**config.mk**
```make
export PLATFORM = sky130hd
export DESIGN_NAME = gregorian_date_add_diff_core
export DESIGN_NICKNAME = d
export VERILOG_FILES = /design/src/sv/gdad_pkg.sv /design/src/sv/gregorian_date_add_diff_core.sv
export SDC_FILE = /design/constraint.sdc
export NUM_CORES = 1
export LEC_CHECK = 0
export BUFFER_PORTS_ARGS = -buffer_cell sky130_fd_sc_hd__clkbuf_2
export CAP_MARGIN = 20
export CORE_MARGIN = 1
export CORE_UTILIZATION = 55
export CTS_CLUSTER_DIAMETER = 80
export DETAILED_ROUTE_END_ITERATION = 10
export MAX_ROUTING_LAYER = met4
export PLACE_DENSITY = 0.76
export SLEW_MARGIN = 20
export SYNTH_ARGS = -nofsm -noshare
export SYNTH_HDL_FRONTEND = slang
export SYNTH_SLANG_ARGS = --single-unit
```
**constraint.sdc**
```tcl
create_clock -name i_clk -period 13.17 [get_ports i_clk]
set_clock_uncertainty 0.15 [all_clocks]
set_input_delay 0.6585 -clock i_clk [delete_from_list [all_inputs] [get_ports i_clk]]
set_output_delay 0.6585 -clock i_clk [all_outputs]
set_load 0.005 [all_outputs]
```
**src/sv/gdad_pkg.sv**
```systemverilog
`default_nettype none

package gdad_pkg;

    localparam int OFFSET_WIDTH = 20;

    localparam int YEAR_W  = 14;
    localparam int MONTH_W = 4;
    localparam int DAY_W   = 5;
    localparam int DIFF_W  = 23;

    // day count accumulator, wide enough for a count plus any offset
    localparam int ACC_W = (OFFSET_WIDTH + 2 > 24) ? OFFSET_WIDTH + 2 : 24;

    localparam int YEAR_MAX    = 9999;
    localparam int CYCLE_YEARS = 400;
    localparam int DAYS_CYCLE  = 146097;
    localparam int LAST_COUNT  = 3652424;
    localparam int DAYS_YEAR   = 365;
    localparam int MONTHS      = 12;

    // input tdata layout, lowest bit first
    localparam int IN_YA_LO  = 0;
    localparam int IN_MA_LO  = IN_YA_LO + YEAR_W;
    localparam int IN_DA_LO  = IN_MA_LO + MONTH_W;
    localparam int IN_YB_LO  = IN_DA_LO + DAY_W;
    localparam int IN_MB_LO  = IN_YB_LO + YEAR_W;
    localparam int IN_DB_LO  = IN_MB_LO + MONTH_W;
    localparam int IN_OFF_LO = IN_DB_LO + DAY_W;
    localparam int IN_BITS   = IN_OFF_LO + OFFSET_WIDTH;
    localparam int IN_TDATA_W = ((IN_BITS + 7) / 8) * 8;

    // output tdata layout, lowest bit first
    localparam int OUT_YR_LO   = 0;
    localparam int OUT_MO_LO   = OUT_YR_LO + YEAR_W;
    localparam int OUT_DY_LO   = OUT_MO_LO + MONTH_W;
    localparam int OUT_DIFF_LO = OUT_DY_LO + DAY_W;
    localparam int OUT_GT      = OUT_DIFF_LO + DIFF_W;
    localparam int OUT_LT      = OUT_GT + 1;
    localparam int OUT_EQ      = OUT_LT + 1;
    localparam int OUT_BITS    = OUT_EQ + 1;
    localparam int OUT_TDATA_W = ((OUT_BITS + 7) / 8) * 8;

    localparam logic [MONTH_W-1:0] MON_JAN = 4'd1;
    localparam logic [MONTH_W-1:0] MON_FEB = 4'd2;
    localparam logic [MONTH_W-1:0] MON_APR = 4'd4;
    localparam logic [MONTH_W-1:0] MON_JUN = 4'd6;
    localparam logic [MONTH_W-1:0] MON_SEP = 4'd9;
    localparam logic [MONTH_W-1:0] MON_NOV = 4'd11;
    localparam logic [MONTH_W-1:0] MON_DEC = 4'd12;

    typedef enum logic [9:0] {
        S_IDLE  = 10'b00_0000_0001,
        S_Y400  = 10'b00_0000_0010,
        S_Y1    = 10'b00_0000_0100,
        S_MON   = 10'b00_0000_1000,
        S_OFS   = 10'b00_0001_0000,
        S_CLAMP = 10'b00_0010_0000,
        S_C400  = 10'b00_0100_0000,
        S_C1    = 10'b00_1000_0000,
        S_CM    = 10'b01_0000_0000,
        S_FIN   = 10'b10_0000_0000
    } t_state;

    function automatic logic [DAY_W-1:0] f_month_days(input logic [MONTH_W-1:0] mo,
                                                       input logic leap);
        logic [DAY_W-1:0] n;
        case (mo)
            MON_FEB: n = leap ? 5'd29 : 5'd28;
            MON_APR, MON_JUN, MON_SEP, MON_NOV: n = 5'd30;
            default: n = 5'd31;
        endcase
        return n;
    endfunction

endpackage

`default_nettype wire

```
**src/sv/gregorian_date_add_diff_core.sv**
```systemverilog
`default_nettype none

// Gregorian date add / difference core. Each request (op in tuser) either adds a
// signed day offset to date A (op 0) or returns the signed day count A minus B
// with order flags (op 1); invalid in the result tuser flags a bad input date or
// a result saturated to 0000-01-01 or 9999-12-31. All work runs through one
// shared adder on a day count accumulator, stepped by a sequencer: a date is
// turned into a day count by walking 400-year cycles, then single years, then
// months, and a count is turned back the same way. A date rejected outright
// skips the walks; otherwise the year walk covers up to 399 years per
// conversion, and op 0 makes two conversions, op 1 two. The input is not
// ready while an item is in work; a finished result sits in an output
// register, so the next request can be taken while it waits.
module gregorian_date_add_diff_core (
    input  wire logic                               i_clk,
    input  wire logic                               i_rst_n,
    input  wire logic                               i_s_tvalid,
    output logic                                    o_s_tready,
    // year_a, month_a, day_a, year_b, month_b, day_b, offset, zero pad
    input  wire logic [gdad_pkg::IN_TDATA_W-1:0]    i_s_tdata,
    // op
    input  wire logic [0:0]                         i_s_tuser,
    output logic                                    o_m_tvalid,
    input  wire logic                               i_m_tready,
    // res_year, res_month, res_day, difference, greater, less, equal, zero pad
    output logic [gdad_pkg::OUT_TDATA_W-1:0]        o_m_tdata,
    // invalid
    output logic [0:0]                              o_m_tuser
);

    localparam int ACC_W = gdad_pkg::ACC_W;
    localparam int YW    = gdad_pkg::YEAR_W;
    localparam int MW    = gdad_pkg::MONTH_W;
    localparam int DW    = gdad_pkg::DAY_W;
    localparam int OW    = gdad_pkg::OFFSET_WIDTH;

    gdad_pkg::t_state r_state, n_state;

    logic                 r_op;
    logic [YW-1:0]        r_yb;
    logic [MW-1:0]        r_ma, r_mb;
    logic [DW-1:0]        r_da, r_db;
    logic signed [OW-1:0] r_off;
    logic                 r_side, n_side;
    logic [ACC_W-1:0]     r_acc, n_acc;
    logic [YW-1:0]        r_cnt, n_cnt;
    logic [6:0]           r_m100, n_m100;
    logic [8:0]           r_m400, n_m400;
    logic [MW-1:0]        r_mo, n_mo;
    logic [DW-1:0]        r_day, n_day;
    logic                 r_inv, n_inv;
    logic                 r_conv, n_conv;

    logic                             r_o_valid;
    logic [gdad_pkg::OUT_TDATA_W-1:0] r_o_data;
    logic                             r_o_inv;

    logic                 s_accept;
    logic                 leap;
    logic [MW-1:0]        cur_m;
    logic [DW-1:0]        cur_d;
    logic [DW-1:0]        dim_cur;
    logic [8:0]           days_year;
    logic [ACC_W-1:0]     alu_mag;
    logic [ACC_W-1:0]     alu_b;
    logic [ACC_W-1:0]     alu;
    logic                 alu_neg;
    logic [6:0]           m100_inc;
    logic [8:0]           m400_inc;
    logic                 in_op;
    logic [YW-1:0]        in_ya, in_yb;
    logic [MW-1:0]        in_ma, in_mb;
    logic [DW-1:0]        in_da, in_db;
    logic                 bad_a, bad_b;
    logic                 out_free;
    logic                 diff_ok;
    logic [gdad_pkg::OUT_TDATA_W-1:0] fin_data;

    assign o_s_tready = (r_state == gdad_pkg::S_IDLE);
    assign s_accept   = i_s_tvalid && o_s_tready;
    assign out_free   = !r_o_valid || i_m_tready;

    assign in_op = i_s_tuser[0];
    assign in_ya = i_s_tdata[gdad_pkg::IN_YA_LO +: YW];
    assign in_ma = i_s_tdata[gdad_pkg::IN_MA_LO +: MW];
    assign in_da = i_s_tdata[gdad_pkg::IN_DA_LO +: DW];
    assign in_yb = i_s_tdata[gdad_pkg::IN_YB_LO +: YW];
    assign in_mb = i_s_tdata[gdad_pkg::IN_MB_LO +: MW];
    assign in_db = i_s_tdata[gdad_pkg::IN_DB_LO +: DW];

    // checks that need no leap year; day against month length comes after the walk
    assign bad_a = (in_ya > YW'(gdad_pkg::YEAR_MAX)) || (in_ma == '0)
                || (in_ma > MW'(gdad_pkg::MONTHS)) || (in_da == '0);
    assign bad_b = (in_yb > YW'(gdad_pkg::YEAR_MAX)) || (in_mb == '0)
                || (in_mb > MW'(gdad_pkg::MONTHS)) || (in_db == '0);

    // position within the 400-year cycle tracks the leap rule
    assign leap = (r_m400 == '0) || ((r_m100 != '0) && (r_m100[1:0] == 2'b00));
    assign m100_inc = (r_m100 == 7'd99) ? 7'd0 : r_m100 + 7'd1;
    assign m400_inc = (r_m400 == 9'(gdad_pkg::CYCLE_YEARS - 1)) ? 9'd0 : r_m400 + 9'd1;

    assign cur_m     = r_side ? r_mb : r_ma;
    assign cur_d     = r_side ? r_db : r_da;
    assign dim_cur   = gdad_pkg::f_month_days(r_mo, leap);
    assign days_year = 9'(gdad_pkg::DAYS_YEAR) + {8'd0, leap};

    // shared adder operand
    always_comb begin
        alu_mag = '0;
        alu_b   = '0;
        case (r_state)
            gdad_pkg::S_Y400: begin
                alu_mag = ACC_W'(gdad_pkg::DAYS_CYCLE);
                alu_b   = r_side ? -alu_mag : alu_mag;
            end
            gdad_pkg::S_Y1: begin
                alu_mag = {{(ACC_W-9){1'b0}}, days_year};
                alu_b   = r_side ? -alu_mag : alu_mag;
            end
            gdad_pkg::S_MON: begin
                if (r_mo < cur_m) begin
                    alu_mag = {{(ACC_W-DW){1'b0}}, dim_cur};
                end else begin
                    alu_mag = {{(ACC_W-DW){1'b0}}, cur_d - 5'd1};
                end
                alu_b = r_side ? -alu_mag : alu_mag;
            end
            gdad_pkg::S_OFS: begin
                alu_b = {{(ACC_W-OW){r_off[OW-1]}}, r_off};
            end
            gdad_pkg::S_CLAMP: begin
                alu_mag = ACC_W'(gdad_pkg::LAST_COUNT + 1);
                alu_b   = -alu_mag;
            end
            gdad_pkg::S_C400: begin
                alu_mag = ACC_W'(gdad_pkg::DAYS_CYCLE);
                alu_b   = -alu_mag;
            end
            gdad_pkg::S_C1: begin
                alu_mag = {{(ACC_W-9){1'b0}}, days_year};
                alu_b   = -alu_mag;
            end
            gdad_pkg::S_CM: begin
                alu_mag = {{(ACC_W-DW){1'b0}}, dim_cur};
                alu_b   = -alu_mag;
            end
            default: begin
                alu_mag = '0;
                alu_b   = '0;
            end
        endcase
    end

    assign alu     = r_acc + alu_b;
    assign alu_neg = alu[ACC_W-1];

    assign diff_ok = r_op && !r_inv;

    always_comb begin
        fin_data = '0;
        fin_data[gdad_pkg::OUT_YR_LO +: YW] = r_conv ? r_cnt : '0;
        fin_data[gdad_pkg::OUT_MO_LO +: MW] = r_conv ? r_mo : gdad_pkg::MON_JAN;
        fin_data[gdad_pkg::OUT_DY_LO +: DW] = r_conv ? r_day : 5'd1;
        fin_data[gdad_pkg::OUT_DIFF_LO +: gdad_pkg::DIFF_W] =
            diff_ok ? r_acc[gdad_pkg::DIFF_W-1:0] : '0;
        fin_data[gdad_pkg::OUT_GT] = diff_ok && !r_acc[ACC_W-1] && (r_acc != '0);
        fin_data[gdad_pkg::OUT_LT] = diff_ok && r_acc[ACC_W-1];
        fin_data[gdad_pkg::OUT_EQ] = diff_ok && (r_acc == '0);
    end

    always_comb begin
        n_state = r_state;
        n_side  = r_side;
        n_acc   = r_acc;
        n_cnt   = r_cnt;
        n_m100  = r_m100;
        n_m400  = r_m400;
        n_mo    = r_mo;
        n_day   = r_day;
        n_inv   = r_inv;
        n_conv  = r_conv;
        case (r_state)
            gdad_pkg::S_IDLE: begin
                if (s_accept) begin
                    n_side = 1'b0;
                    n_acc  = '0;
                    n_cnt  = in_ya;
                    n_m100 = '0;
                    n_m400 = '0;
                    n_conv = 1'b0;
                    if (bad_a || (in_op && bad_b)) begin
                        n_inv   = 1'b1;
                        n_state = gdad_pkg::S_FIN;
                    end else begin
                        n_inv   = 1'b0;
                        n_state = gdad_pkg::S_Y400;
                    end
                end
            end
            gdad_pkg::S_Y400: begin
                if (r_cnt >= YW'(gdad_pkg::CYCLE_YEARS)) begin
                    n_acc = alu;
                    n_cnt = r_cnt - YW'(gdad_pkg::CYCLE_YEARS);
                end else begin
                    n_state = gdad_pkg::S_Y1;
                end
            end
            gdad_pkg::S_Y1: begin
                if (r_cnt != '0) begin
                    n_acc  = alu;
                    n_cnt  = r_cnt - YW'(1);
                    n_m100 = m100_inc;
                    n_m400 = m400_inc;
                end else begin
                    n_mo    = gdad_pkg::MON_JAN;
                    n_state = gdad_pkg::S_MON;
                end
            end
            gdad_pkg::S_MON: begin
                if (r_mo < cur_m) begin
                    n_acc = alu;
                    n_mo  = r_mo + MW'(1);
                end else if (cur_d > dim_cur) begin
                    n_inv   = 1'b1;
                    n_state = gdad_pkg::S_FIN;
                end else begin
                    n_acc = alu;
                    if (r_side) begin
                        n_state = gdad_pkg::S_FIN;
                    end else if (r_op) begin
                        // date b counts down from the count of a
                        n_side  = 1'b1;
                        n_cnt   = r_yb;
                        n_m100  = '0;
                        n_m400  = '0;
                        n_state = gdad_pkg::S_Y400;
                    end else begin
                        n_state = gdad_pkg::S_OFS;
                    end
                end
            end
            gdad_pkg::S_OFS: begin
                n_acc   = alu;
                n_state = gdad_pkg::S_CLAMP;
            end
            gdad_pkg::S_CLAMP: begin
                if (r_acc[ACC_W-1]) begin
                    n_acc = '0;
                    n_inv = 1'b1;
                end else if (!alu_neg) begin
                    n_acc = ACC_W'(gdad_pkg::LAST_COUNT);
                    n_inv = 1'b1;
                end
                n_conv  = 1'b1;
                n_cnt   = '0;
                n_m100  = '0;
                n_m400  = '0;
                n_state = gdad_pkg::S_C400;
            end
            gdad_pkg::S_C400: begin
                if (!alu_neg) begin
                    n_acc = alu;
                    n_cnt = r_cnt + YW'(gdad_pkg::CYCLE_YEARS);
                end else begin
                    n_state = gdad_pkg::S_C1;
                end
            end
            gdad_pkg::S_C1: begin
                if ((r_cnt != YW'(gdad_pkg::YEAR_MAX)) && !alu_neg) begin
                    n_acc  = alu;
                    n_cnt  = r_cnt + YW'(1);
                    n_m100 = m100_inc;
                    n_m400 = m400_inc;
                end else begin
                    n_mo    = gdad_pkg::MON_JAN;
                    n_state = gdad_pkg::S_CM;
                end
            end
            gdad_pkg::S_CM: begin
                if ((r_mo != gdad_pkg::MON_DEC) && !alu_neg) begin
                    n_acc = alu;
                    n_mo  = r_mo + MW'(1);
                end else begin
                    n_day   = r_acc[DW-1:0] + 5'd1;
                    n_state = gdad_pkg::S_FIN;
                end
            end
            gdad_pkg::S_FIN: begin
                if (out_free) begin
                    n_state = gdad_pkg::S_IDLE;
                end
            end
            default: begin
                n_state = gdad_pkg::S_IDLE;
            end
        endcase
    end

    always_ff @(posedge i_clk) begin
        if (!i_rst_n) begin
            r_state   <= gdad_pkg::S_IDLE;
            r_o_valid <= 1'b0;
        end else begin
            r_state <= n_state;
            if ((r_state == gdad_pkg::S_FIN) && out_free) begin
                r_o_valid <= 1'b1;
            end else if (i_m_tready) begin
                r_o_valid <= 1'b0;
            end
        end
    end

    always_ff @(posedge i_clk) begin
        if (s_accept) begin
            r_op  <= in_op;
            r_ma  <= in_ma;
            r_da  <= in_da;
            r_yb  <= in_yb;
            r_mb  <= in_mb;
            r_db  <= in_db;
            r_off <= i_s_tdata[gdad_pkg::IN_OFF_LO +: OW];
        end
        r_side <= n_side;
        r_acc  <= n_acc;
        r_cnt  <= n_cnt;
        r_m100 <= n_m100;
        r_m400 <= n_m400;
        r_mo   <= n_mo;
        r_day  <= n_day;
        r_inv  <= n_inv;
        r_conv <= n_conv;
        if ((r_state == gdad_pkg::S_FIN) && out_free) begin
            r_o_data <= fin_data;
            r_o_inv  <= r_inv;
        end
    end

    assign o_m_tvalid   = r_o_valid;
    assign o_m_tdata    = r_o_data;
    assign o_m_tuser[0] = r_o_inv;

    a_one_order_flag: assert property (@(posedge i_clk) disable iff (!i_rst_n)
        o_m_tvalid |-> $countones(o_m_tdata[gdad_pkg::OUT_EQ:gdad_pkg::OUT_GT]) <= 1)
        else $error("more than one order flag set");

    a_flags_not_invalid: assert property (@(posedge i_clk) disable iff (!i_rst_n)
        o_m_tvalid && (o_m_tdata[gdad_pkg::OUT_GT] || o_m_tdata[gdad_pkg::OUT_LT]
        || o_m_tdata[gdad_pkg::OUT_EQ]) |-> !o_m_tuser[0])
        else $error("order flag with invalid result");

    a_year_walk_bound: assert property (@(posedge i_clk) disable iff (!i_rst_n)
        (r_state == gdad_pkg::S_C1) |-> (r_cnt <= YW'(gdad_pkg::YEAR_MAX)))
        else $error("year walk beyond range");

    a_leave_idle: assert property (@(posedge i_clk) disable iff (!i_rst_n)
        s_accept |=> (r_state != gdad_pkg::S_IDLE))
        else $error("request taken without starting work");

endmodule

`default_nettype wire

```
; ---- Word level (Yosys, flattened, before mapping)
; Cells that the tools add are included.
[totals]
input_bits = 77
ff_bits = 180
output_inout_bits = 59
elab_cells = 220
[op_classes]
addsub = 14
magnitude_cmp = 7
n_mux = 83
bitwise = 1
eq_ne = 39
reduce_logical = 53
[op_table]
columns = cell, n
row1 = $mux 24, 12
row2 = $pmux 24 s9, 1
row3 = $pmux 24 s8, 1
row4 = $mux 14, 9
row5 = $mux 10, 11
row6 = $pmux 10 s10, 1
row7 = $pmux 14 s7, 1
row8 = $mux 9, 8
row9 = $mux 7, 8
row10 = $mux 23, 2
row11 = $pmux 9 s5, 1
row12 = $pmux 7 s5, 1
row13 = $ne 2x2->1 const B, 17
row14 = $gt 14x14->1 const B, 2
row15 = $add 24x24->24, 1
row16 = $logic_not 24->1, 1
row17 = $neg 24->24, 1
row18 = $neg 5->24, 1
row19 = $neg 9->24, 1
row20 = $reduce_and 8->1, 3
row21 = $reduce_bool 24->1, 1
row22 = $mux 4, 5
row23 = $pmux 4 s4, 1
row24 = $mux 5, 3
row25 = other kinds (58), 104

; ---- Depth between registers and ports, before layout
; Gate-level depths: netlist of the first run.
[depth]
depth_word = 15
depth_mapped = 23
ltp_nobuf = 21

; ---- Least setup slack after synthesis of the first run
; OpenSTA, ideal clock, no wires.
[synth_timing]
kind = register to register
from = reg r_side
to = reg r_acc[0] (enable)
path_stages_with_launch = 23
period_less_slack_ns = 6.620
setup_time_ns = 0.418
slack_ns = 6.550
path_buffers = 3
required_ns = 12.602
arrival_time_ns = 6.052
path_cell_list = edfxtp_1 > buf_2 > buf_1 > clkbuf_1 > mux2i_1 > ha_1 > o21a_1 > o31ai_1 > a21oi_1 > nor2b_1 > ha_1 > nor2_1 > a2111o_1 > ha_1 > a211oi_1 > o21bai_1 > a21oi_1 > a21oi_1 > a21oi_1 > xnor2_2 > nor2b_1 > nor2_1 > nor4b_2
[synth_between]
elab_chain_len = 12
elab_cells_between_ends = 22
cone_classes = 3 x add/sub / 2 x order compare / 5 x eq/ne / 8 x mux / 4 x reduce/logical
[synth_lines]
columns = item, line
row1 = "start, declared", gregorian_date_add_diff_core.sv:44  ; logic r_side, n_side;
row2 = "start signal, assigned", gregorian_date_add_diff_core.sv:323  ; r_side <= n_side;
row3 = $mux 5 or $mux 4 (tied branches), "gregorian_date_add_diff_core.sv:103, gregorian_date_add_diff_core.sv:102"
row4 = $sub 5x1->5 or $lt 4x4->1 (tied branches), "gregorian_date_add_diff_core.sv:124, gregorian_date_add_diff_core.sv:121, gregorian_date_add_diff_core.sv:220"
row5 = $mux 5, gregorian_date_add_diff_core.sv:121  ; if (r_mo < cur_m) begin
row6 = $mux 24, gregorian_date_add_diff_core.sv:111  ; case (r_state)
row7 = $neg 24->24, gregorian_date_add_diff_core.sv:126  ; alu_b = r_side ? -alu_mag : alu_mag;
row8 = $mux 24, gregorian_date_add_diff_core.sv:126
row9 = $pmux 24 s8, gregorian_date_add_diff_core.sv:111
row10 = $add 24x24->24, gregorian_date_add_diff_core.sv:154  ; assign alu = r_acc + alu_b;
row11 = $logic_not 1->1, "gregorian_date_add_diff_core.sv:269, gregorian_date_add_diff_core.sv:280"
row12 = "$logic_and 1x1->1, on equally long branches", "gregorian_date_add_diff_core.sv:280, gregorian_date_add_diff_core.sv:269"
row13 = $ne 2x2->1 (no source line), --
row14 = $reduce_and 9->1 (no source line) *, --
row15 = "end signal, assigned", gregorian_date_add_diff_core.sv:324  ; r_acc <= n_acc;
row16 = "end, declared", gregorian_date_add_diff_core.sv:45  ; logic [ACC_W-1:0] r_acc, n_acc;
; Mark *: on every way between the ends. The rest lies on a longest branch, timed or not. The select of a mux whose other input is x is not followed.
; A chain may end at the register's enable or synchronous reset.

; ---- Worst setup path in the final report of the first run
[layout_timing]
from = reg r_side
to = reg r_mo[3] (enable)
[layout_between]
elab_chain_len = 12
elab_cells_between_ends = 19
cone_classes = 3 x add/sub / 1 x order compare / 3 x eq/ne / 8 x mux / 4 x reduce/logical
[layout_lines]
columns = item, line
row1 = $mux 5 or $mux 4 (tied branches), "gregorian_date_add_diff_core.sv:103, gregorian_date_add_diff_core.sv:102"
row2 = $sub 5x1->5 or $lt 4x4->1 (tied branches), "gregorian_date_add_diff_core.sv:124, gregorian_date_add_diff_core.sv:121, gregorian_date_add_diff_core.sv:220"
row3 = $mux 5, gregorian_date_add_diff_core.sv:121
row4 = $mux 24, gregorian_date_add_diff_core.sv:111
row5 = $neg 24->24, gregorian_date_add_diff_core.sv:126
row6 = $mux 24, gregorian_date_add_diff_core.sv:126
row7 = $pmux 24 s8, gregorian_date_add_diff_core.sv:111
row8 = $add 24x24->24, gregorian_date_add_diff_core.sv:154
row9 = $logic_not 1->1, "gregorian_date_add_diff_core.sv:269, gregorian_date_add_diff_core.sv:280"
row10 = "$logic_and 1x1->1, on equally long branches", "gregorian_date_add_diff_core.sv:280, gregorian_date_add_diff_core.sv:269"
row11 = $ne 2x2->1 (no source line), --
row12 = $reduce_and 5->1 (no source line) *, --
row13 = "end signal, assigned", gregorian_date_add_diff_core.sv:328  ; r_mo <= n_mo;
row14 = "end, declared", gregorian_date_add_diff_core.sv:49  ; logic [MW-1:0] r_mo, n_mo;
; Marks and branches as above.

==> impl_results.md, run 1 <==
- DRC: 0
- M1 WL: 11.2 mm
- Sw Ratio: 33.7%
- CTS Hold Buffers Added: 0
- Mapped cell area: 10500 sq um
- Register area share after synthesis: 50.5%
- DRT Pass-1 Iters: 5
- Post-synth top flop: edfxtp_1
- Req. time, crit path: 13.08 ns
- Port buffer count: 122
- Final Hold Viols: 0
- Cell variety after synth: 79
- Max clock buf depth: 2
- Layout cells sized above 1: 16.7%
- Slew Viols, Final: 0
- Iter 0 DRT Violations: 832
- RSZ-0062 raised after global routing: no
- Commonest cells after routing, fill and taps aside: edfxtp_1 (169), clkbuf_2 (122), nor2_1 (103)
- Setup WS pre-CTS: 6.18 ns
- CP Class: flip-flop to flip-flop
- Chip Width: 140 um
- Num CTS Buffers: 17
- Max frequency: 0.141 GHz
- Die H: 140 um
- Placed Cells: 1311
- Post-route cell area: 11900 sq um
- Final setup TNS: 0 ns
- I/O pin total: 136
- P_int: 1.21 mW
- Sw Pwr: 0.618 mW
- R2r startpoint: r_side$_SDFFCE_PN0P_
- ANT cells: 0
- Worst hold start: i_s_tdata[60]
- Clock Power Share: 27.3%
- WHS Endpoint: r_off[14]$_DFFE_PP_
- Number of max-cap violations: 0
- DR WL met3: 2.14 mm
- PD cells: 154 nW/um^2
- Vias per inst: 6.10
- R2R Setup Slk: 6.09 ns
- Comb pwr share: 25.8%
- Final period util: 53.8%
- Setup crit start kind: flip-flop
- Worst Reg-to-Reg Cells: 21
- # nets final: 1232
- Via count: 8197
- Finish-stage setup viols: 0
- Drt wl/cell: 18.7 um
- Vias in the first global route: 7412
- Area post-placement: 11300 sq um
- Clk root buf: clkbuf_16
- Crit end category: flip-flop
- Slew Limit Headroom: 34.4%
- Area grow syn2layout: 13.2%
- Post-CTS Resized: 0
- Async S/R FF share, synth: 0%
- Post-CTS Setup Inserts: 0
- Clock Latency Late Sink: 0.44 ns
- Worst Hold Class: input pin to flip-flop
- Ys Warns: 0
- Synth Instances: 985
- CORE AREA: 18700 sq um
- Leak Pwr: 4.83 nW
- Total wire length: 25.1 mm
- Max layer used: met4
- Clock sink count: 180
- Status: finished clean
- WHS Path Cells: 1
- First-pass GRT wire length: 39.3 mm
- Worst IR Drop VDD: 0.113 mV
- H-Tree Depth: 4
- Final Non-Filler Cells: 1343
- Min cycle time layout: 7.08 ns
- Initial antenna violation count: 0
- Seq pwr share: 47.0%
- Gr usage total: 26.9%
- Crit path DAT: 6.99 ns
- Final Worst Setup Slack: 6.09 ns
- CTS tree: yes
- Die area: 19600 sq um
- Commonest non-fill, non-tap cell in the layout: edfxtp_1
- Pin count of the biggest net entering global routing: 55
- Transition time of the tightest slew-check pin: 0.981 ns
- Met2 wire length: 11.4 mm
- Antenna-violating nets left: 0
- Clock slew at reported path FFs: 0.07 ns
- Total gr overflow: 0
- Crit Path Max Fanout: 22
- Syn Area/Cell: 10.6 sq um
- Synth Register Bits: 180
- Number of synthesized flops with an enable pin: 169
- DP Wirelength: 18.4 mm
- RePlAce Congestion: 0.946
- Cell Rows: 50
- R2r endpoint: r_mo[3]$_SDFFCE_PN0P_
- Initial Util: 56.1%
## sequential cells by signal, indices dropped and copies added, names as in the netlist, 4 cells and up
register,count
o_m_tdata,49
r_acc,24
r_off,20
r_cnt,14
r_yb,14
r_state,10
r_m400,9
r_m100,7
r_da,5
r_day,5
r_db,5
r_ma,4
r_mb,4
r_mo,4
## worst max-delay path by stage
stage	slack [ns]	endpoint	depth (start not counted)	start
after CTS	6.11	r_mo[3]$_SDFFCE_PN0P_	21	r_side$_SDFFCE_PN0P_
after detailed placement	6.18	r_mo[3]$_SDFFCE_PN0P_	21	r_side$_SDFFCE_PN0P_
after global routing	5.53	r_mo[3]$_SDFFCE_PN0P_	21	r_side$_SDFFCE_PN0P_
after floorplan	6.55	r_acc[0]$_DFFE_PP_	22	r_side$_SDFFCE_PN0P_
final	6.09	r_mo[3]$_SDFFCE_PN0P_	21	r_side$_SDFFCE_PN0P_
after global placement	6.37	r_mo[0]$_SDFFCE_PN1P_	21	r_side$_SDFFCE_PN0P_
## area by class of cell
cell class,instances,area (sq um)
Clock buffer,17,425
Clock inverter,15,149
Fill cell,1481,6830
Inverter,32,120
Multi-Input combinational cell,736,4930
Sequential cell,180,5300
Tap cell,234,293
Timing Repair Buffer,129,663
## logic make-up (layout without fill, tap and decap cells)
kind of cell | Yosys count | in the layout | share of synthesized area [%]
other | 1 | 7 | 0.0358
buffers and inverters | 75 | 193 | 2.97
and+or+nand+nor | 367 | 367 | 18.7
DFF | 180 | 180 | 50.5
muxes | 10 | 10 | 1.01
AOI/OAI and AO/OA | 233 | 233 | 14.5
xor gates and xnor gates | 60 | 60 | 5.08
adders and majority gates | 59 | 59 | 7.18
## cells in the mapped netlist (4+ instances only)
library cell	number	area share, %
a31oi_1	7	0.42
a221o_1	8	0.76
or3_1	5	0.30
xnor2_1	29	2.4
o221ai_1	4	0.33
nand3b_1	4	0.29
nand2b_1	11	0.66
o22ai_1	4	0.24
nor2_1	103	3.7
or2_2	6	0.36
nand3_1	31	1.5
nand4_1	9	0.54
o31ai_1	5	0.36
nor3b_1	4	0.29
edfxtp_1	169	48
buf_4	7	0.50
a22o_1	4	0.33
nand2_1	54	1.9
o21bai_1	6	0.43
and3_1	12	0.72
xor2_1	30	2.5
or4_1	7	0.50
nor4b_1	6	0.50
buf_1	4	0.14
nor2b_1	17	1.0
a21oi_1	69	3.3
inv_1	31	1.1
clkbuf_1	29	1.0
mux2i_1	8	0.76
and2_1	47	2.8
nor3_1	18	0.86
ha_1	57	6.8
dfxtp_1	11	2.1
o21a_1	6	0.43
o21ai_0	51	2.4
o211ai_1	8	0.57
nor4_1	17	1.0
a21o_1	18	1.3
a211oi_1	7	0.50
## per-layer routing
layer	track usage [%]	up-vias
met3	4.21	41
met2	40.0	380
li1	-	3903
met1	38.0	3873
met5	-	-
met4	7.98	0
## critical path, stage by stage (launching register included)
cell and delay [ns]:
edfxtp_1 0.64, buf_4 0.35, mux2_2 0.40, inv_1 0.13
ha_1 0.22, nor4bb_1 0.34, o21ai_0 0.14, a221o_1 0.40
nor2_1 0.18, o21ai_0 0.17, or2_2 0.38, a21o_1 0.17
ha_1 0.35, a2111oi_0 0.49, o21ai_0 0.22, a21oi_1 0.17
o31ai_1 0.09, a21oi_1 0.31, xnor2_2 0.25, nor2b_1 0.17
nor2_1 0.20, nor4_1 0.80
## power by group through the flow
stage,sequential (mW),combinational (mW),clock [mW]
after detailed placement,0.869,0.462,0
after floorplan,0.819,0.367,0
after global placement,0.865,0.452,0
after CTS,0.857,0.467,0.503
after global routing,0.872,0.522,0.526
final,0.860,0.472,0.499
## stage by stage
step           power [mW]  utilization (%)  hold WS [ns]
2_1_floorplan        1.19                -         0.327
3_3_place_gp         1.32             60.4         0.345
3_5_place_dp         1.33             60.4         0.344
4_1_cts              1.83             63.5         0.237
5_1_grt              1.92             63.5         0.236
6_report             1.83             63.5         0.246
Power figures use the tool's default switching activity.
==> run 2, diff against run 1 <==
--- a/config.mk
+++ b/config.mk
@@ -8,11 +8,11 @@
 export BUFFER_PORTS_ARGS = -buffer_cell sky130_fd_sc_hd__clkbuf_2
 export CAP_MARGIN = 20
 export CORE_MARGIN = 1
-export CORE_UTILIZATION = 55
+export CORE_UTILIZATION = 53
 export CTS_CLUSTER_DIAMETER = 80
 export DETAILED_ROUTE_END_ITERATION = 10
 export MAX_ROUTING_LAYER = met4
-export PLACE_DENSITY = 0.76
+export PLACE_DENSITY = 0.77
 export SLEW_MARGIN = 20
 export SYNTH_ARGS = -nofsm -noshare
 export SYNTH_HDL_FRONTEND = slang
==> constraint.sdc (replaced) <==
create_clock -name i_clk -period 6.3 [get_ports i_clk]
set_clock_uncertainty 0.15 [all_clocks]
set_input_delay 0.315 -clock i_clk [delete_from_list [all_inputs] [get_ports i_clk]]
set_output_delay 0.315 -clock i_clk [all_outputs]
set_load 0.005 [all_outputs]
==> impl_results.md, run 2 (same netlist as run 1, synthesis figures left out) <==
- Status: finished clean
- H-Tree Depth: 4
- ANT cells: 0
- Slew Limit Headroom: 43.3%
- # nets final: 1296
- DRT Pass-1 Iters: 5
- Max FFs per register: 49
- Clk root buf: clkbuf_16
- Crit path DAT: 5.96 ns
- RePlAce Congestion: 1.01
- Initial antenna violation count: 0
- Die area: 20300 sq um
- Worst hold slack: 0.0638 ns
- Final Hold Viols: 0
- Req. time, crit path: 6.31 ns
- Drt wl/cell: 18.2 um
- Die H: 143 um
- Leak Pwr: 5.11 nW
- Gr usage total: 27.5%
- CORE AREA: 19400 sq um
- First-pass GRT wire length: 41.3 mm
- Vias per inst: 5.92
- Finish-stage setup viols: 0
- Post-CTS Setup Inserts: 0
- CP Class: flip-flop to flip-flop
- I/O pin total: 136
- Total gr overflow: 0
- Initial Util: 54.1%
- Critical Path Source: r_m100[2]$_SDFFCE_PP0P_
- DP Wirelength: 18.4 mm
- Commonest non-fill, non-tap cell in the layout: edfxtp_1
- Transition time of the tightest slew-check pin: 0.847 ns
- Final setup TNS: 0 ns
- DRC: 0
- Via count: 8513
- Crit end category: flip-flop
- Clock sink count: 180
- Pin count of the biggest net entering global routing: 51
- Vias in the first global route: 7946
- Cell Rows: 51
- Setup crit start kind: flip-flop
- Clock Latency Late Sink: 0.44 ns
- R2r startpoint: r_m100[2]$_SDFFCE_PP0P_
- Max clock buf depth: 2
- CTS tree: yes
- Total wire length: 26.2 mm
- Slew Viols, Final: 0
- PD cells: 308 nW/um^2
- Max frequency: 0.168 GHz
- Crit-path cells: or3_1, o31a_1, a31oi_1, a211oi_1, a21oi_1, ha_1, a221oi_1, o2111ai_1, fa_1, a21o_1, a21o_1, a2111oi_0, o31ai_1, a211o_1, a31oi_1, a21oi_1, xnor2_1, nor2_1
- Antenna-violating nets left: 0
- CP max-delay cell: a2111oi_0
- Iter 0 DRT Violations: 857
- Worst Hold Class: input pin to flip-flop
- Commonest cells after routing, fill and taps aside: edfxtp_1 (169), clkbuf_2 (122), nor2_1 (103)
- Number of max-cap violations: 0
- Final period util: 94.3%
- Clock slew at reported path FFs: 0.07 ns
- Worst IR Drop VDD: 0.223 mV
- Port buffer count: 122
- Buf/Inv on CP: 0
- Max incr delay on CP: 0.66 ns
- Min cycle time layout: 5.94 ns
- Area grow syn2layout: 19.7%
- CP delay by family, top: compound AO/OA/AOI/OAI gates
- Layout cells sized above 1: 17.2%
- Worst hold start: i_s_tdata[3]
- Num CTS Buffers: 17
- Chip Width: 143 um
- Crit Path Max Fanout: 4
[run 2: cell types whose count changed in the layout (fill, tap and decap cells not counted), sizes merged]
cell,delta
dlygate4sd3,+53
buf,+11
clkinv,+2
clkinvlp,-2
bufinv,-1
inv,+1
[run 2: per-layer routing]
metal / up-vias / routed length, um / global-route usage [%]
met5: - / 0 / -
met1: 3982 / 11500 / 36.7
met3: 56 / 2230 / 4.39
li1: 4040 / - / -
met4: 0 / 534 / 9.11
met2: 435 / 12000 / 43.0
[run 2: area by class of cell]
type,count,area (sq um)
well taps,265,332
multi-input cells,736,4950
clock buffers,17,425
inverters,32,120
fillers,1538,6850
flip-flops and latches,180,5300
repair buffers,193,1290
clock inverters,15,138
[run 2: path summary, 6_finish.rpt]
kind	slack, ns	end	depth (start not counted)
worst max-delay path	0.36	r_acc[22]$_DFFE_PP_	18
worst min-delay path	0.06	r_cnt[3]$_DFFE_PP_	2
worst max register to register	0.36	r_acc[22]$_DFFE_PP_	18
worst min register to register	0.35	o_m_tdata[18]$_SDFFCE_PN1P_	1
[run 2: repair_timing]
item | in CTS | in global routing
hold buffers | 53 | 0
endpoints found under the setup margin | 0 | 59
gates resized for setup | 0 | 6
hold endpoints to repair | 53 | 0
[run 2: power by group]
part	internal, mW	switching [mW]
combinational	0.444	0.600
sequential	1.58	0.217
clock	0.522	0.499
total	2.54	1.32
[run 2: worst register-to-register path, stage by stage (launching register included)]
cell       delay, ns
edfxtp_1        0.43
or3_1           0.42
o31a_1          0.27
a31oi_1         0.29
a211oi_1        0.13
a21oi_1         0.27
ha_1            0.29
a221oi_1        0.31
o2111ai_1       0.32
fa_1            0.52
a21o_1          0.18
a21o_1          0.21
a2111oi_0       0.66
o31ai_1         0.30
a211o_1         0.33
a31oi_1         0.28
a21oi_1         0.13
xnor2_1         0.15
nor2_1          0.05
[run 2: per-stage QoR]
stage	util (%)	total power [mW]	instances	cell area (sq um)	setup WS (ns)
2_1_floorplan	-	2.48	991	10500	0.194
6_report	64.7	3.86	1438	12500	0.356
3_3_place_gp	58.9	2.77	1353	11400	0.450
4_1_cts	64.6	3.84	1438	12500	0.281
5_1_grt	64.7	4.05	1438	12500	-0.0130
3_5_place_dp	58.9	2.80	1353	11400	0.353
==> run 3, diff against run 2 <==
--- a/config.mk
+++ b/config.mk
@@ -7,12 +7,13 @@
 export LEC_CHECK = 0
 export BUFFER_PORTS_ARGS = -buffer_cell sky130_fd_sc_hd__clkbuf_2
 export CAP_MARGIN = 20
-export CORE_MARGIN = 1
+export CORE_MARGIN = 10
 export CORE_UTILIZATION = 53
+export CTS_BUF_LIST = sky130_fd_sc_hd__clkbuf_4 sky130_fd_sc_hd__clkbuf_8 sky130_fd_sc_hd__clkbuf_16
 export CTS_CLUSTER_DIAMETER = 80
 export DETAILED_ROUTE_END_ITERATION = 10
 export MAX_ROUTING_LAYER = met4
-export PLACE_DENSITY = 0.77
+export PLACE_DENSITY = 0.73
 export SLEW_MARGIN = 20
 export SYNTH_ARGS = -nofsm -noshare
 export SYNTH_HDL_FRONTEND = slang
==> impl_results.md, run 3 (same netlist as run 1, synthesis figures left out) <==
- Crit path DAT: 5.82 ns
- Setup crit start kind: flip-flop
- Iter 0 DRT Violations: 731
- DP Wirelength: 19.6 mm
- Multi-input logic area: 4930 sq um
- RePlAce Congestion: 0.938
- # nets final: 1298
- Clock slew at reported path FFs: 0.07 ns
- RSZ-0062 raised after global routing: no
- Commonest non-fill, non-tap cell in the layout: edfxtp_1
- Layout cells sized above 1: 17.1%
- Transition time of the tightest slew-check pin: 0.882 ns
- CORE AREA: 19500 sq um
- Antenna-violating nets left: 0
- Max frequency: 0.171 GHz
- PD cells: 307 nW/um^2
- Die area: 25800 sq um
- I/O pin total: 136
- Worst hold slack: 0.0385 ns
- Final Hold Viols: 0
- Fillers: 1519
- Clock sink count: 180
- Die H: 161 um
- Finish-stage setup viols: 0
- Total wire length: 26.9 mm
- Vias per inst: 5.80
- Max FFs per register: 49
- Area post-placement: 11400 sq um
- Initial Util: 53.9%
- Crit Path Max Fanout: 23
- DRT Pass-1 Iters: 5
- Clk root buf: clkbuf_16
- Port buffer count: 122
- Commonest cells after routing, fill and taps aside: edfxtp_1 (169), clkbuf_2 (122), nor2_1 (103)
- Cell Rows: 51
- Seq pwr share: 46.5%
- Req. time, crit path: 6.27 ns
- Worst Hold Class: input pin to flip-flop
- DRC: 0
- Clock Power Share: 26.5%
- Worst Reg-to-Reg Cells: 21
- Max clock buf depth: 2
- Post-route cell area: 12500 sq um
- Initial antenna violation count: 0
- Min cycle time layout: 5.84 ns
- Vias in the first global route: 8020
- Drt wl/cell: 18.7 um
- Status: finished clean
- Final setup TNS: 0 ns
- Post-CTS Setup Inserts: 0
- Via count: 8356
- Sw Pwr: 1.31 mW
- Pin count of the biggest net entering global routing: 55
- Number of max-cap violations: 0
- Final Non-Filler Cells: 1441
- Total gr overflow: 0
- WHS Path Cells: 3
- Comb pwr share: 27.0%
- Slew Viols, Final: 0
- Num CTS Buffers: 17
- Slew Limit Headroom: 41.0%
- H-Tree Depth: 4
- CP Class: flip-flop to flip-flop
- CTS tree: yes
- Crit end category: flip-flop
- First-pass GRT wire length: 42.4 mm
- Sw Ratio: 34.0%
- Leak Pwr: 5.11 nW
- Total power: 3.85 mW
- Worst IR Drop VDD: 0.230 mV
- Area grow syn2layout: 19.6%
- Chip Width: 161 um
- Gr usage total: 20.9%
- Placed Cells: 1355
- Clock Latency Late Sink: 0.44 ns
- FF+latch area: 5300 sq um
- Final period util: 92.7%
- P_int: 2.54 mW
[run 3: cell count changes in the layout (fill, tap and decap cells not counted), sizes merged]
| cell | previous run | this run |
|---|---|---|
| buf | 18 | 20 |
| inv | 38 | 39 |
| clkinv | 8 | 6 |
| clkinvlp | 1 | 2 |
| diode | 0 | 1 |
[run 3: per-stage QoR]
step	setup slack, ns	utilization [%]
2_1_floorplan	0.194	-
3_5_place_dp	0.355	58.7
4_1_cts	0.317	64.4
6_report	0.458	64.4
3_3_place_gp	0.439	58.7
5_1_grt	0.00500	64.4
[run 3: what timing repair did]
action	in CTS	in global routing
hold buffers	53	0
gates resized for setup	0	3
hold endpoints to repair	53	0
setup endpoints to repair	0	46
[run 3: final cells by class]
class / count / area share (%)
antenna: 1 / 0.0200
clock buffer: 17 / 3.39
tap: 265 / 2.64
clock inverter: 15 / 1.12
multi-input combinational: 736 / 39.3
timing repair buffer: 195 / 10.3
inverter: 32 / 0.958
sequential: 180 / 42.2
[run 3: layer usage]
metal | wire length [um] | vias up | GRT usage [%]
met3 | 2320 | 33 | 4.70
met4 | 365 | 0 | 6.34
met1 | 12100 | 3938 | 27.9
li1 | - | 4037 | -
met5 | 0 | - | -
met2 | 12100 | 348 | 31.3
[run 3: worst max-delay path, cell delays in order (launching register included)]
cell and delay (ns):
edfxtp_1 0.43, mux2_2 0.39, inv_1 0.13, ha_1 0.21
nor4bb_1 0.33, o21ai_0 0.16, a221o_1 0.40, nor2_1 0.15
o21ai_0 0.15, or2_2 0.38, a21o_1 0.17, ha_1 0.34
a2111oi_0 0.40, o21ai_0 0.20, a21oi_1 0.17, o31ai_1 0.10
a21oi_2 0.19, xnor2_2 0.19, nor2b_1 0.20, nor2_1 0.12
nor4b_4 0.30, buf_6 0.27
[run 3: worst paths after layout]
| check | slack, ns | endpoint | from |
|---|---|---|---|
| worst min register to register | 0.36 | o_m_tdata[18]$_SDFFCE_PN1P_ | r_day[0]$_DFFE_PP_ |
| worst max-delay path | 0.46 | r_acc[5]$_DFFE_PP_ | r_side$_SDFFCE_PN0P_ |
| worst max register to register | 0.46 | r_acc[5]$_DFFE_PP_ | r_side$_SDFFCE_PN0P_ |
| worst min-delay path | 0.04 | r_cnt[1]$_DFFE_PP_ | i_s_tdata[1] |
[run 3: power by group through the flow]
stage | clock network [mW] | registers [mW] | logic (mW)
floorplan | 0 | 1.71 | 0.771
global placement | 0 | 1.80 | 0.970
detailed placement | 0 | 1.81 | 0.990
CTS | 1.03 | 1.78 | 1.03
global route | 1.08 | 1.81 | 1.16
finish | 1.02 | 1.79 | 1.04
